$ cat src/design/tsph_pkg.sv
// ----------------------------------------------------------------------------
// tsph_pkg
// Shared types, constants and the midpoint split function for the sphere
// subdivision unit.
// ----------------------------------------------------------------------------
package tsph_pkg;

    localparam int LEVELS    = 2;
    localparam int FRAC_BITS = 16;

    localparam int CW       = FRAC_BITS + 2;     // coordinate width
    localparam int RW       = FRAC_BITS + 1;     // radius width
    localparam int SQ_W     = 2 * CW;            // squared length width
    localparam int DIV_W    = 2 * CW;            // dividend / quotient width
    localparam int FIN_W    = DIV_W + 2;         // signed result before clamp
    localparam int IDX_W    = 20;
    localparam int NSUB     = 4 ** LEVELS;
    localparam int SUB_W    = 2 * LEVELS;
    localparam int LVL_W    = $clog2(LEVELS + 1);
    localparam int SQRT_W   = $clog2(CW + 1);
    localparam int DIVC_W   = $clog2(DIV_W + 1);
    localparam int IN_W     = ((9 * CW + 7) / 8) * 8;
    localparam int OUT_W    = ((9 * CW + IDX_W + 7) / 8) * 8;
    localparam int CFG_W    = CW;

    localparam logic [1:0] REG_RADIUS   = 2'd0;
    localparam logic [1:0] REG_OFFSET_X = 2'd1;
    localparam logic [1:0] REG_OFFSET_Y = 2'd2;

    typedef logic signed [CW-1:0] coord_t;

    // one sub-triangle: c[0..2] = a xyz, c[3..5] = b xyz, c[6..8] = c xyz
    typedef struct packed {
        coord_t [8:0] c;
        logic         last;
    } tri_t;

    typedef struct packed {
        logic [RW-1:0] radius;
        coord_t        offset_x;
        coord_t        offset_y;
    } cfg_t;

    function automatic coord_t mid(coord_t p, coord_t q);
        logic signed [CW:0] s;
        s = {p[CW-1], p} + {q[CW-1], q};
        return coord_t'(s >>> 1);
    endfunction

    // child d of (v1,v2,v3): (v1,n1,n3) (n1,v2,n2) (n1,n2,n3) (n3,n2,v3)
    function automatic tri_t child(tri_t t, logic [1:0] d);
        tri_t r;
        coord_t [2:0] n1, n2, n3, v1, v2, v3;
        for (int k = 0; k < 3; k++)
        begin
            v1[k] = t.c[k];
            v2[k] = t.c[3 + k];
            v3[k] = t.c[6 + k];
            n1[k] = mid(v1[k], v2[k]);
            n2[k] = mid(v2[k], v3[k]);
            n3[k] = mid(v1[k], v3[k]);
        end
        r = t;
        for (int k = 0; k < 3; k++)
        begin
            unique case (d)
                2'd0:
                begin
                    r.c[k] = v1[k]; r.c[3 + k] = n1[k]; r.c[6 + k] = n3[k];
                end
                2'd1:
                begin
                    r.c[k] = n1[k]; r.c[3 + k] = v2[k]; r.c[6 + k] = n2[k];
                end
                2'd2:
                begin
                    r.c[k] = n1[k]; r.c[3 + k] = n2[k]; r.c[6 + k] = n3[k];
                end
                default:
                begin
                    r.c[k] = n3[k]; r.c[3 + k] = n2[k]; r.c[6 + k] = v3[k];
                end
            endcase
        end
        return r;
    endfunction

endpackage

$ cat src/design/tsph_front.sv
// ----------------------------------------------------------------------------
// tsph_front
// Accepts a triangle and walks its sub-triangles in order, one split level
// per cycle, pushing each finished sub-triangle into the queue.
// ----------------------------------------------------------------------------
module tsph_front
    import tsph_pkg::*;
(
    input  logic             clk,
    input  logic             rst_n,
    input  logic             in_valid,
    output logic             in_ready,
    input  tri_t             in_tri,
    output logic             push,
    output tri_t             push_tri,
    input  logic             q_full
);

    typedef enum logic [3:0] {
        F_IDLE  = 4'b0001,
        F_LOAD  = 4'b0010,
        F_SPLIT = 4'b0100,
        F_PUSH  = 4'b1000
    } fstate_t;

    fstate_t           state_reg, state_next;
    tri_t              root_reg, root_next;
    tri_t              work_reg, work_next;
    logic [SUB_W-1:0]  sub_reg, sub_next;
    logic [LVL_W-1:0]  lvl_reg, lvl_next;
    logic [1:0]        digit;
    logic              is_last;

    assign in_ready = (state_reg == F_IDLE);
    assign is_last  = (sub_reg == SUB_W'(NSUB - 1));
    assign digit    = sub_reg[2 * (LEVELS - 1 - int'(lvl_reg)) +: 2];
    assign push     = (state_reg == F_PUSH) && !q_full;

    always_comb
    begin
        push_tri      = work_reg;
        push_tri.last = is_last;
    end

    always_comb
    begin
        state_next = state_reg;
        root_next  = root_reg;
        work_next  = work_reg;
        sub_next   = sub_reg;
        lvl_next   = lvl_reg;
        unique case (state_reg)
            F_IDLE:
            begin
                if (in_valid)
                begin
                    root_next  = in_tri;
                    sub_next   = '0;
                    state_next = F_LOAD;
                end
            end
            F_LOAD:
            begin
                work_next  = root_reg;
                lvl_next   = '0;
                state_next = F_SPLIT;
            end
            F_SPLIT:
            begin
                work_next = child(work_reg, digit);
                lvl_next  = lvl_reg + 1'b1;
                if (lvl_reg == LVL_W'(LEVELS - 1))
                    state_next = F_PUSH;
            end
            F_PUSH:
            begin
                if (!q_full)
                begin
                    if (is_last)
                        state_next = F_IDLE;
                    else
                    begin
                        sub_next   = sub_reg + 1'b1;
                        state_next = F_LOAD;
                    end
                end
            end
            default: state_next = F_IDLE;
        endcase
    end

    always_ff @(posedge clk or negedge rst_n)
    begin
        if (!rst_n)
        begin
            state_reg <= F_IDLE;
            sub_reg   <= '0;
            lvl_reg   <= '0;
        end
        else
        begin
            state_reg <= state_next;
            sub_reg   <= sub_next;
            lvl_reg   <= lvl_next;
        end
    end

    always_ff @(posedge clk)
    begin
        root_reg <= root_next;
        work_reg <= work_next;
    end

endmodule

$ cat src/design/tsph_queue.sv
// ----------------------------------------------------------------------------
// tsph_queue
// Two-entry queue of sub-triangles between the splitter and the normalizer.
// ----------------------------------------------------------------------------
module tsph_queue
    import tsph_pkg::*;
(
    input  logic clk,
    input  logic rst_n,
    input  logic push,
    input  tri_t push_tri,
    output logic full,
    input  logic pop,
    output tri_t pop_tri,
    output logic empty
);

    tri_t [1:0]  mem_reg;
    logic        wr_reg, rd_reg;
    logic [1:0]  cnt_reg, cnt_next;

    assign full    = (cnt_reg == 2'd2);
    assign empty   = (cnt_reg == 2'd0);
    assign pop_tri = mem_reg[rd_reg];

    always_comb
    begin
        cnt_next = cnt_reg;
        if (push && !pop)
            cnt_next = cnt_reg + 2'd1;
        else if (pop && !push)
            cnt_next = cnt_reg - 2'd1;
    end

    always_ff @(posedge clk or negedge rst_n)
    begin
        if (!rst_n)
        begin
            wr_reg  <= 1'b0;
            rd_reg  <= 1'b0;
            cnt_reg <= 2'd0;
        end
        else
        begin
            cnt_reg <= cnt_next;
            if (push)
                wr_reg <= ~wr_reg;
            if (pop)
                rd_reg <= ~rd_reg;
        end
    end

    always_ff @(posedge clk)
    begin
        if (push)
            mem_reg[wr_reg] <= push_tri;
    end

endmodule

$ cat src/design/tsph_back.sv
// ----------------------------------------------------------------------------
// tsph_back
// Rescales each vertex of a sub-triangle to the sphere radius with two
// multipliers, a bit-serial square root and a bit-serial divider,
// then applies the offsets, clamps and drives the output register.
// ----------------------------------------------------------------------------
module tsph_back
    import tsph_pkg::*;
(
    input  logic             clk,
    input  logic             rst_n,
    input  cfg_t             cfg,
    input  logic             q_empty,
    input  tri_t             q_tri,
    output logic             pop,
    output logic             out_valid,
    input  logic             out_ready,
    output coord_t [8:0]     out_coord,
    output logic [IDX_W-1:0] out_index,
    output logic             out_last,
    output logic             out_degen
);

    typedef enum logic [6:0] {
        B_IDLE = 7'b0000001,
        B_SQ   = 7'b0000010,
        B_SQRT = 7'b0000100,
        B_MUL  = 7'b0001000,
        B_DIV  = 7'b0010000,
        B_FIN  = 7'b0100000,
        B_OUT  = 7'b1000000
    } bstate_t;

    bstate_t            state_reg;
    tri_t               tri_reg;
    coord_t [8:0]       res_reg;
    logic [1:0]         vi_reg, ci_reg;
    logic [SQ_W-1:0]    acc_reg;
    logic [CW+1:0]      srem_reg;
    logic [CW-1:0]      len_reg;
    logic [SQRT_W-1:0]  step_reg;
    logic [DIVC_W-1:0]  dstep_reg;
    logic [DIV_W-1:0]   nq_reg;
    logic [CW-1:0]      drem_reg;
    logic               neg_reg;
    logic               degen_reg;
    logic [IDX_W-1:0]   cnt_reg;
    logic               out_valid_reg;
    coord_t [8:0]       out_coord_reg;
    logic [IDX_W-1:0]   out_index_reg;
    logic               out_last_reg;
    logic               out_degen_reg;

    coord_t                 cur;
    logic [CW-1:0]          cur_abs;
    logic signed [SQ_W-1:0] sq;
    logic [CW+3:0]          srem_s;
    logic [CW+3:0]          trial;
    logic [CW:0]            drem_s;
    logic [CW+RW-1:0]       prod;
    logic signed [FIN_W-1:0] fval, fofs, fsum;
    coord_t                 fsat;
    logic                   out_free;

    localparam logic signed [FIN_W-1:0] SAT_HI = (FIN_W'(1) <<< (FRAC_BITS + 1)) - 1;
    localparam logic signed [FIN_W-1:0] SAT_LO = -(FIN_W'(1) <<< (FRAC_BITS + 1));

    assign cur      = tri_reg.c[4'(vi_reg) * 4'd3 + 4'(ci_reg)];
    assign cur_abs  = cur[CW-1] ? CW'(-cur) : CW'(cur);
    assign sq       = cur * cur;
    assign srem_s   = {srem_reg, acc_reg[SQ_W-1 -: 2]};
    assign trial    = {2'b00, len_reg, 2'b01};
    assign drem_s   = {drem_reg, nq_reg[DIV_W-1]};
    assign prod     = cur_abs * cfg.radius;
    assign out_free = !out_valid_reg || out_ready;
    assign pop      = (state_reg == B_IDLE) && !q_empty;

    always_comb
    begin
        fval = FIN_W'($signed({2'b00, nq_reg}));
        if (neg_reg)
            fval = -fval;
        unique case (ci_reg)
            2'd0:    fofs = FIN_W'(cfg.offset_x);
            2'd1:    fofs = -FIN_W'(cfg.offset_y);
            default: fofs = '0;
        endcase
        fsum = fval + fofs;
        priority if (fsum > SAT_HI)
            fsat = coord_t'(SAT_HI);
        else if (fsum < SAT_LO)
            fsat = coord_t'(SAT_LO);
        else
            fsat = coord_t'(fsum);
    end

    always_ff @(posedge clk or negedge rst_n)
    begin
        if (!rst_n)
        begin
            state_reg     <= B_IDLE;
            vi_reg        <= '0;
            ci_reg        <= '0;
            step_reg      <= '0;
            dstep_reg     <= '0;
            cnt_reg       <= '0;
            out_valid_reg <= 1'b0;
        end
        else
        begin
            // in B_OUT the valid flag is handled by the state arm below
            if (out_valid_reg && out_ready && state_reg != B_OUT)
                out_valid_reg <= 1'b0;
            unique case (state_reg)
                B_IDLE:
                begin
                    if (!q_empty)
                    begin
                        vi_reg    <= '0;
                        ci_reg    <= '0;
                        state_reg <= B_SQ;
                    end
                end
                B_SQ:
                begin
                    if (ci_reg == 2'd2)
                    begin
                        ci_reg    <= '0;
                        step_reg  <= '0;
                        state_reg <= B_SQRT;
                    end
                    else
                        ci_reg <= ci_reg + 2'd1;
                end
                B_SQRT:
                begin
                    step_reg <= step_reg + 1'b1;
                    if (step_reg == SQRT_W'(CW - 1))
                        state_reg <= B_MUL;
                end
                B_MUL:
                begin
                    dstep_reg <= '0;
                    state_reg <= (len_reg == '0) ? B_FIN : B_DIV;
                end
                B_DIV:
                begin
                    dstep_reg <= dstep_reg + 1'b1;
                    if (dstep_reg == DIVC_W'(DIV_W - 1))
                        state_reg <= B_FIN;
                end
                B_FIN:
                begin
                    if (ci_reg != 2'd2)
                    begin
                        ci_reg    <= ci_reg + 2'd1;
                        state_reg <= B_MUL;
                    end
                    else if (vi_reg != 2'd2)
                    begin
                        ci_reg    <= '0;
                        vi_reg    <= vi_reg + 2'd1;
                        state_reg <= B_SQ;
                    end
                    else
                        state_reg <= B_OUT;
                end
                B_OUT:
                begin
                    if (out_free)
                    begin
                        out_valid_reg <= 1'b1;
                        cnt_reg       <= cnt_reg + 1'b1;
                        state_reg     <= B_IDLE;
                    end
                end
                default: state_reg <= B_IDLE;
            endcase
        end
    end

    always_ff @(posedge clk)
    begin
        unique case (state_reg)
            B_IDLE:
            begin
                if (!q_empty)
                begin
                    tri_reg   <= q_tri;
                    acc_reg   <= '0;
                    degen_reg <= 1'b0;
                end
            end
            B_SQ:
            begin
                acc_reg  <= acc_reg + SQ_W'(sq);
                srem_reg <= '0;
                len_reg  <= '0;
            end
            B_SQRT:
            begin
                acc_reg <= acc_reg << 2;
                if (srem_s >= trial)
                begin
                    srem_reg <= (CW+2)'(srem_s - trial);
                    len_reg  <= {len_reg[CW-2:0], 1'b1};
                end
                else
                begin
                    srem_reg <= srem_s[CW+1:0];
                    len_reg  <= {len_reg[CW-2:0], 1'b0};
                end
            end
            B_MUL:
            begin
                nq_reg   <= (len_reg == '0) ? '0
                            : DIV_W'(prod) + DIV_W'(len_reg >> 1);
                neg_reg  <= cur[CW-1];
                drem_reg <= '0;
                if (len_reg == '0)
                    degen_reg <= 1'b1;
            end
            B_DIV:
            begin
                if (drem_s >= {1'b0, len_reg})
                begin
                    drem_reg <= CW'(drem_s - {1'b0, len_reg});
                    nq_reg   <= {nq_reg[DIV_W-2:0], 1'b1};
                end
                else
                begin
                    drem_reg <= drem_s[CW-1:0];
                    nq_reg   <= {nq_reg[DIV_W-2:0], 1'b0};
                end
            end
            B_FIN:
            begin
                res_reg[4'(vi_reg) * 4'd3 + 4'(ci_reg)] <= fsat;
                if (ci_reg == 2'd2)
                    acc_reg <= '0;
            end
            B_OUT:
            begin
                if (out_free)
                begin
                    out_coord_reg <= res_reg;
                    out_index_reg <= cnt_reg + (cnt_reg << 1);
                    out_last_reg  <= tri_reg.last;
                    out_degen_reg <= degen_reg;
                end
            end
            default: ;
        endcase
    end

    assign out_valid = out_valid_reg;
    assign out_coord = out_coord_reg;
    assign out_index = out_index_reg;
    assign out_last  = out_last_reg;
    assign out_degen = out_degen_reg;

    a_div_nonzero: assert property (@(posedge clk) disable iff (!rst_n)
        state_reg == B_DIV |-> len_reg != '0)
        else $error("divide started with zero length");

    a_pop_idle: assert property (@(posedge clk) disable iff (!rst_n)
        pop |=> state_reg == B_SQ && vi_reg == 2'd0 && ci_reg == 2'd0)
        else $error("pop did not start a new triangle");

    a_out_load: assert property (@(posedge clk) disable iff (!rst_n)
        state_reg == B_OUT && out_free |=> out_valid_reg && state_reg == B_IDLE)
        else $error("result not presented");

endmodule

$ cat src/design/triangle_subdivide_to_sphere_unit.sv
// ----------------------------------------------------------------------------
// triangle_subdivide_to_sphere_unit
// Splits one triangle into 4^LEVELS sub-triangles and projects every vertex
// onto a sphere of configurable radius with x/y offsets.
// ----------------------------------------------------------------------------
// Usage:
//   s_axis carries one input triangle per item (three Q1.16 vertices).
//   m_axis gives 4^LEVELS result items per input, tlast on the final one,
//   tuser set when a vertex had zero length.
//   cfg_we/cfg_index/cfg_data write radius, offset_x, offset_y while idle.
// Timing:
//   A splitter walks the sub-triangles into a two-entry queue; the
//   normalizer handles one vertex at a time on two multipliers, an
//   18-step square root and a 36-step divider. The divider sets the rate.
//   A new input is taken once the splitter has queued the last sub-triangle
//   of the previous one.
// Reset: clears control state, radius = 1.0, offsets = 0, index counter 0.
// Stall: the result register holds while m_axis_tready is low; the
//   normalizer and then the splitter stop behind it.
// ----------------------------------------------------------------------------
module triangle_subdivide_to_sphere_unit
    import tsph_pkg::*;
(
    input  logic             clk,
    input  logic             rst_n,
    input  logic             s_axis_tvalid,
    output logic             s_axis_tready,
    // a_x, a_y, a_z, b_x, b_y, b_z, c_x, c_y, c_z, zero pad
    input  logic [IN_W-1:0]  s_axis_tdata,
    output logic             m_axis_tvalid,
    input  logic             m_axis_tready,
    // out_ax .. out_cz, first_vertex_index, zero pad
    output logic [OUT_W-1:0] m_axis_tdata,
    output logic             m_axis_tlast,
    // degenerate
    output logic             m_axis_tuser,
    input  logic             cfg_we,
    input  logic [1:0]       cfg_index,
    input  logic [CFG_W-1:0] cfg_data
);

    cfg_t             cfg_reg;
    tri_t             in_tri;
    tri_t             push_tri, pop_tri;
    logic             push, pop, q_full, q_empty;
    coord_t [8:0]     out_coord;
    logic [IDX_W-1:0] out_index;

    always_comb
    begin
        in_tri.last = 1'b0;
        for (int i = 0; i < 9; i++)
            in_tri.c[i] = coord_t'(s_axis_tdata[i * CW +: CW]);
    end

    always_ff @(posedge clk or negedge rst_n)
    begin
        if (!rst_n)
        begin
            cfg_reg.radius   <= RW'(1) << FRAC_BITS;
            cfg_reg.offset_x <= '0;
            cfg_reg.offset_y <= '0;
        end
        else if (cfg_we)
        begin
            unique case (cfg_index)
                REG_RADIUS:   cfg_reg.radius   <= cfg_data[RW-1:0];
                REG_OFFSET_X: cfg_reg.offset_x <= coord_t'(cfg_data);
                REG_OFFSET_Y: cfg_reg.offset_y <= coord_t'(cfg_data);
                default: ;
            endcase
        end
    end

    tsph_front u_front (
        .clk      (clk),
        .rst_n    (rst_n),
        .in_valid (s_axis_tvalid),
        .in_ready (s_axis_tready),
        .in_tri   (in_tri),
        .push     (push),
        .push_tri (push_tri),
        .q_full   (q_full)
    );

    tsph_queue u_queue (
        .clk      (clk),
        .rst_n    (rst_n),
        .push     (push),
        .push_tri (push_tri),
        .full     (q_full),
        .pop      (pop),
        .pop_tri  (pop_tri),
        .empty    (q_empty)
    );

    tsph_back u_back (
        .clk       (clk),
        .rst_n     (rst_n),
        .cfg       (cfg_reg),
        .q_empty   (q_empty),
        .q_tri     (pop_tri),
        .pop       (pop),
        .out_valid (m_axis_tvalid),
        .out_ready (m_axis_tready),
        .out_coord (out_coord),
        .out_index (out_index),
        .out_last  (m_axis_tlast),
        .out_degen (m_axis_tuser)
    );

    assign m_axis_tdata = OUT_W'({out_index, out_coord});

endmodule

$ cat config.mk
export PLATFORM = sky130hd
export DESIGN_NAME = triangle_subdivide_to_sphere_unit
export DESIGN_NICKNAME = d
export VERILOG_FILES = /design/src/design/tsph_pkg.sv /design/src/design/tsph_front.sv /design/src/design/tsph_queue.sv /design/src/design/tsph_back.sv /design/src/design/triangle_subdivide_to_sphere_unit.sv
export SDC_FILE = /design/constraint.sdc
export NUM_CORES = 2
export LEC_CHECK = 0
export BUFFER_PORTS_ARGS = -buffer_cell sky130_fd_sc_hd__buf_2
export CORE_AREA = 2 2 443 445
export DETAILED_ROUTE_END_ITERATION = 16
export DIE_AREA = 0 0 445 447
export SETUP_SLACK_MARGIN = 0.05
export SLEW_MARGIN = 20
export SYNTH_ARGS = -nofsm -noshare
export SYNTH_HDL_FRONTEND = slang
export SYNTH_SLANG_ARGS = --single-unit
$ cat constraint.sdc
create_clock -name clk -period 20 [get_ports clk]
set_input_delay 1 -clock clk [delete_from_list [all_inputs] [get_ports clk]]
set_output_delay 1 -clock clk [all_outputs]
set_load 0.01 [all_outputs]
# After elaboration in Yosys (flattened, before gate mapping)
# Cells that the tools add are included.
[totals]
elab_cells = 301
inputBits = 193
out_inout_bits = 188
reg_bits = 1399
[op_classes]
n_shift = 1
magnitude_cmp = 9
muxes = 75
n_mul = 3
eq_ne = 42
n_bitwise = 3
addsub = 29
reduce_logical = 47
[op_table]
columns = ["cell", "n"]
rows = [
  ["$mux W163", 3],
  ["$pmux W18 S2", 11],
  ["$bwmux W326", 1],
  ["$pmux W163 S2", 1],
  ["$add A18 B18 Y19", 9],
  ["$demux W163 S1", 1],
  ["$bwmux W162", 1],
  ["$pmux W36 S4", 1],
  ["$mux W18", 6],
  ["$mux W36", 3],
  ["$pmux W38 S2", 1],
  ["$bmux W18 S4", 1],
  ["$demux W18 S4", 1],
  ["$pmux W36 S2", 1],
  ["$mux W7", 7],
  ["$pmux W7 S7", 1],
  ["$pmux W20 S2", 1],
  ["$add A38 B38 Y38", 1],
  ["$gt A38 B18 Y1 const B", 1],
  ["$lt A38 B18 Y1 const B", 1],
  ["$mux W38", 1],
  ["$neg A18 Y38", 1],
  ["$neg A36 Y38", 1],
  ["$add A35 B17 Y36", 1],
  ["70 further kinds", 152],
]

# Logic depth before layout (Yosys ltp)
[logic_depth]
word_depth = 10
mapped_depth = 39

# Modules after synthesis
# Synthesis repeated with hierarchy kept, for this count alone.
[unflattened]
cells_unflattened = 7263
hier_area_um2 = 87360.0
[modules_own_cells]
columns = ["mod", "area_per_inst_um2", "cells_each", "n_inst"]
rows = [
  ["tsph_back", 52820.7, 4645, 1],
  ["tsph_front", 20480.9, 1980, 1],
  ["tsph_queue", 12044.1, 523, 1],
  ["triangle_subdivide_to_sphere_unit", 2014.4, 115, 1],
]

# Worst setup path before layout
# Ideal clock, no wire load.
[synth_timing]
path_kind = "register to register"
start = "reg u_front.state_reg[2]"
end = "reg u_queue.mem_reg[0] in the netlist's numbering (enable)"
stages_incl_launch_ff = 4
path_buffers = 0
setup_ps = 886
setup_slack_ps = 7411
arrival_time_ps = 11703
period_less_slack_ps = 12589
path_cell_list = "dfrtp_1 > nor2b_1 > nand2_1 > nor3_1"
[synth_between]
elab_chain_len = 2
[synth_lines]
columns = ["element", "line_no", "text"]
rows = [
  ["start: declaration", "tsph_front.sv:26", "fstate_t state_reg, state_next;"],
  ["start signal: assignment", "tsph_front.sv:102", "state_reg <= state_next;"],
  ["$eq A4 B4 Y1", "tsph_front.sv:37", "assign push = (state_reg == F_PUSH) && !q_full;"],
  ["$logic_and A1 B1 Y1", "tsph_front.sv:37", ""],
  ["end signal: indexed assignment", "tsph_queue.sv:56", "mem_reg[wr_reg] <= push_tri;"],
  ["end: declaration", "tsph_queue.sv:18", "tri_t [1:0] mem_reg;"],
]
# Every way passes these cells.
# A chain may end at the register's enable or synchronous reset.

# Final worst setup path
[layout_timing]
start = "reg u_back.ci_reg[1]"
end = "reg u_back.nq_reg[35] (data pin)"
[layout_between]
elab_chain_len = 9
[layout_lines]
columns = ["element", "line_no", "text"]
rows = [
  ["start: declaration", "tsph_back.sv:37", "logic [1:0] vi_reg, ci_reg;"],
  ["start signal: assignment", "tsph_back.sv:133", "ci_reg <= ci_reg + 2'd1;"],
  ["start signal: assignment", "tsph_back.sv:156", "ci_reg <= ci_reg + 2'd1;"],
  ["$add A4 B2 Y4 *", "tsph_back.sv:68", "assign cur = tri_reg.c[4'(vi_reg) * 4'd3 + 4'(ci_reg)];"],
  ["$bmux W18 S4 *", "tsph_back.sv:68", ""],
  ["$mux W18 (implied by the code) *", "tsph_back.sv:68", ""],
  ["$neg A18 Y18", "tsph_back.sv:69", "assign cur_abs = cur[CW-1] ? CW'(-cur) : CW'(cur);"],
  ["$mux W18 *", "tsph_back.sv:69", ""],
  ["$mul A18 B17 Y35 *", "tsph_back.sv:74", "assign prod = cur_abs * cfg.radius;"],
  ["$add A35 B17 Y36 *", "tsph_back.sv:217", ": DIV_W'(prod) + DIV_W'(len_reg >> 1);"],
  ["$mux W36 *", "tsph_back.sv:216", "nq_reg <= (len_reg == '0) ? '0"],
  ["$pmux W36 S2 *", "tsph_back.sv:184", "unique case (state_reg)"],
  ["end signal: assignment", "tsph_back.sv:216", ""],
  ["end signal: assignment", "tsph_back.sv:228", "nq_reg <= {nq_reg[DIV_W-2:0], 1'b1};"],
  ["end signal: assignment", "tsph_back.sv:233", "nq_reg <= {nq_reg[DIV_W-2:0], 1'b0};"],
  ["end: declaration", "tsph_back.sv:43", "logic [DIV_W-1:0] nq_reg;"],
]
# Mark *: on every way between the ends. The rest lies on a longest branch, timed or not. The select of a mux whose other input is x is not followed.

==> impl_metrics.csv <==
group,metric,value,unit
outcome,status,"finished, final reports clean",
clock_tree,numCtsBuffers,155,
critical_path,rr_worst_depth,34,
grt,antenna_found_initial,6,
final_layout,design_area,97000,µm²
critical_path,slowest_delay,1.23,ns
detailed_routing,routed_wl,218000,µm
grt,grt_pass1_vias,56500,
clock_tree,cts-resized-gates,0,
floorplanning,rows,162,
critical_path,crit_path_end_kind,"register",
yosys,post-synth-top-area-cell,"edfxtp_1",
sta,rsz0062_at_grt,"no",
clock_tree,cts-htree-levels,4,
clock_tree,cts-root-buf,"clkbuf_16",
sta,finClkSkew,0.0363,ns
critical_path,slowest_stage,"fa_2",
clock_tree,cts.sinks,1399,
floorplanning,io_pins,381,
worst_hold_path,min_path_type,"in -> async",
sta,period_minus_slack,12.89,ns
yosys,synth.cell_area,86800,µm²
critical_path,worstSetupPathType,"reg -> reg",
floorplanning,die_y,447,µm
final_layout,largest_register_ffs,326,
yosys,async_flop_share,7.86,%
final_layout,ff_latch_area,41500,µm²
yosys,yosysMostFrequentCell,"edfxtp_1",
yosys,syn_avg_cell_area,12.1,µm²
detailed_routing,num_vias,55200,
grt,track_usage,22.0,%
clock_tree,cts_buffer_depth,3,
yosys,synth_top_area_share,44.6,%
floorplanning,initial_core_util,44.7,%
detailed_routing,firstDrtPassIters,6,
grt,grt_max_degree,174,
detailed_routing,drc,0,
grt,grt_pass1_wl,336000,µm
sta,worst_pin_slew,1.07,ns
sta,max_slew_margin,28.7,%
final_layout,fin_util,50.0,%
critical_path,crit_path_start_kind,"register",
critical_path,worstPathRequired,20.56,ns
detailed_routing,wire_per_inst,21.2,µm
yosys,ys_ff_latch,1399,
yosys,yosys-top-cells-count,"1289 x edfxtp_1, 885 x inv_1, 624 x nand2_1",
yosys,ys.flop_type,"edfxtp_1",
final_layout,nets,8891,
sta,hold_viol_final,0,
sta,fin_tns_setup,0,ns
detailed_routing,drtIter0Drc,4303,
clock_tree,cts_tree,"built",
sta,setup_violations,0,
clock_tree,hold_buffers,0,
placed_design,gp_congestion,0.883,
sta,fin_crit_sh,64.5,%
yosys,synth_edf_count,1289,
critical_path,worst-path-max-fanout,42,
floorplanning,fp.dieW,445,µm
final_layout,final_layout_size_suffix_gt1_share,14.2,%
flow_run,cap_violations,0,
clock_tree,post_cts_buffers,0,
placed_design,hpwl,159000,µm
critical_path,cp_data_arrival_time,13.45,ns
final_layout,multi_input_area,41300,µm²
yosys,netlist_instances,7198,
floorplanning,die_area,199000,µm²
sta,max_freq,77.6,MHz
sta,fin_hold_ws,0.176,ns
critical_path,path_common_cell,"fa_1",
sta,slew_viol_final,0,
detailed_routing,routed_via_density,5.37,
final_layout,area_growth,11.8,%
yosys,ys_seq_area_share,47.8,%
clock_tree,clock_latency,0.82,ns
floorplanning,core-area,194000,µm²
detailed_routing,antenna_left,0,
placed_design,place_area,92000,µm²
grt,globalRoute.totalOverflow,0,
yosys,yosys_warnings,0,
final_layout,n_fill_cell,17100,
placed_design,port-buffer-count,372,
yosys,ys_types,99,
clock_tree,path_clk_slew,0.06,ns
yosys,synth_area_leaders,"edfxtp_1 45%, fa_1 14%, ha_1 7.1%",
cells in the final DEF, fill, tap and decap left out, types with 34 or more instances in the layout:
cell,Yosys,final
buf_2,21,371
or2_2,38,38
o21ai_0,301,295
xor2_1,105,103
clkbuf_16,0,155
a21o_1,65,65
o21a_1,50,50
mux4_2,36,36
a211oi_1,34,34
buf_4,4,99
and2_1,201,199
ha_1,493,490
nand3_1,88,88
a21oi_1,258,252
edfxtp_1,1289,1289
nor2b_1,44,43
nand2_1,624,624
inv_1,885,884
mux2_2,226,226
nor3_1,84,78
or3_1,42,41
xnor2_1,251,251
a31oi_1,71,71
mux2i_1,120,120
fa_1,604,603
nand2b_1,60,60
dfrtp_1,107,106
nor2_1,464,456
layer usage:
layer / global-route usage [%] / share of wire, % / up-vias
li1: - / - / 25800
met1: 28.8 / 42 / 27800
met2: 38.5 / 50 / 1335
met3: 2.56 / 4.4 / 307
met4: 6.66 / 2.9 / 0
met5: 0 / 0 / -
path summary, 6_finish.rpt:
| check | startpoint | endpoint | slack [ns] |
|---|---|---|---|
| max in group asynchronous | rst_n | u_queue.rd_reg | 18.36 |
| setup / recovery | u_back.ci_reg[1] | u_back.nq_reg[35] | 7.11 |
| setup reg to reg | u_back.ci_reg[1] | u_back.nq_reg[35] | 7.11 |
| hold reg to reg | u_back.res_reg[106] | u_back.out_coord[106] | 0.40 |
| min in group clk | s_axis_tdata[66] | u_front.root_reg[67] | 0.37 |
| hold / removal | rst_n | cfg_reg[32] | 0.18 |
worst max-delay path, delay by kind of cell (launching register included):
| family | cells | cell delay, ns |
|---|---|---|
| flops | 1 | 0.32 |
| mux | 1 | 0.78 |
| compound gates | 11 | 3.08 |
| simple gates | 3 | 0.60 |
| fa+ha+maj | 11 | 5.57 |
| buf+inv | 6 | 1.26 |
| xor+xnor | 2 | 0.99 |
logic make-up (layout without fill, tap and decap cells):
group	Yosys count	after routing	synth area share [%]
and+or+nand+nor	1776	1776	9.59
xor gates and xnor gates	358	358	3.63
AOI/OAI and AO/OA	1065	1065	7.80
other	1	4	0.00432
muxes	382	382	5.25
DFF	1399	1399	47.8
adders and majority gates	1097	1097	21.0
buffers and inverters	1120	1654	4.92
cell type report:
| cell class | count | share of cell area [%] |
|---|---|---|
| sequential | 1399 | 42.8 |
| multi-input combinational | 4680 | 42.6 |
| clock buffer | 179 | 4.09 |
| inverter | 893 | 3.46 |
| tap | 2542 | 3.28 |
| timing repair buffer | 472 | 2.73 |
| clock inverter | 110 | 1.10 |
| antenna | 2 | 0.00516 |
per-stage QoR:
| step | cells | worst slack, ns |
|---|---|---|
| floorplan | 7199 | 7.41 |
| global placement | 9985 | 7.35 |
| detailed placement | 9986 | 7.19 |
| CTS | 10300 | 7.12 |
| global route | 10300 | 6.49 |
| finish | 10300 | 7.11 |
Power is not shown: default switching activity piles up to over one toggle a cycle in this logic, so the estimate is an artifact.
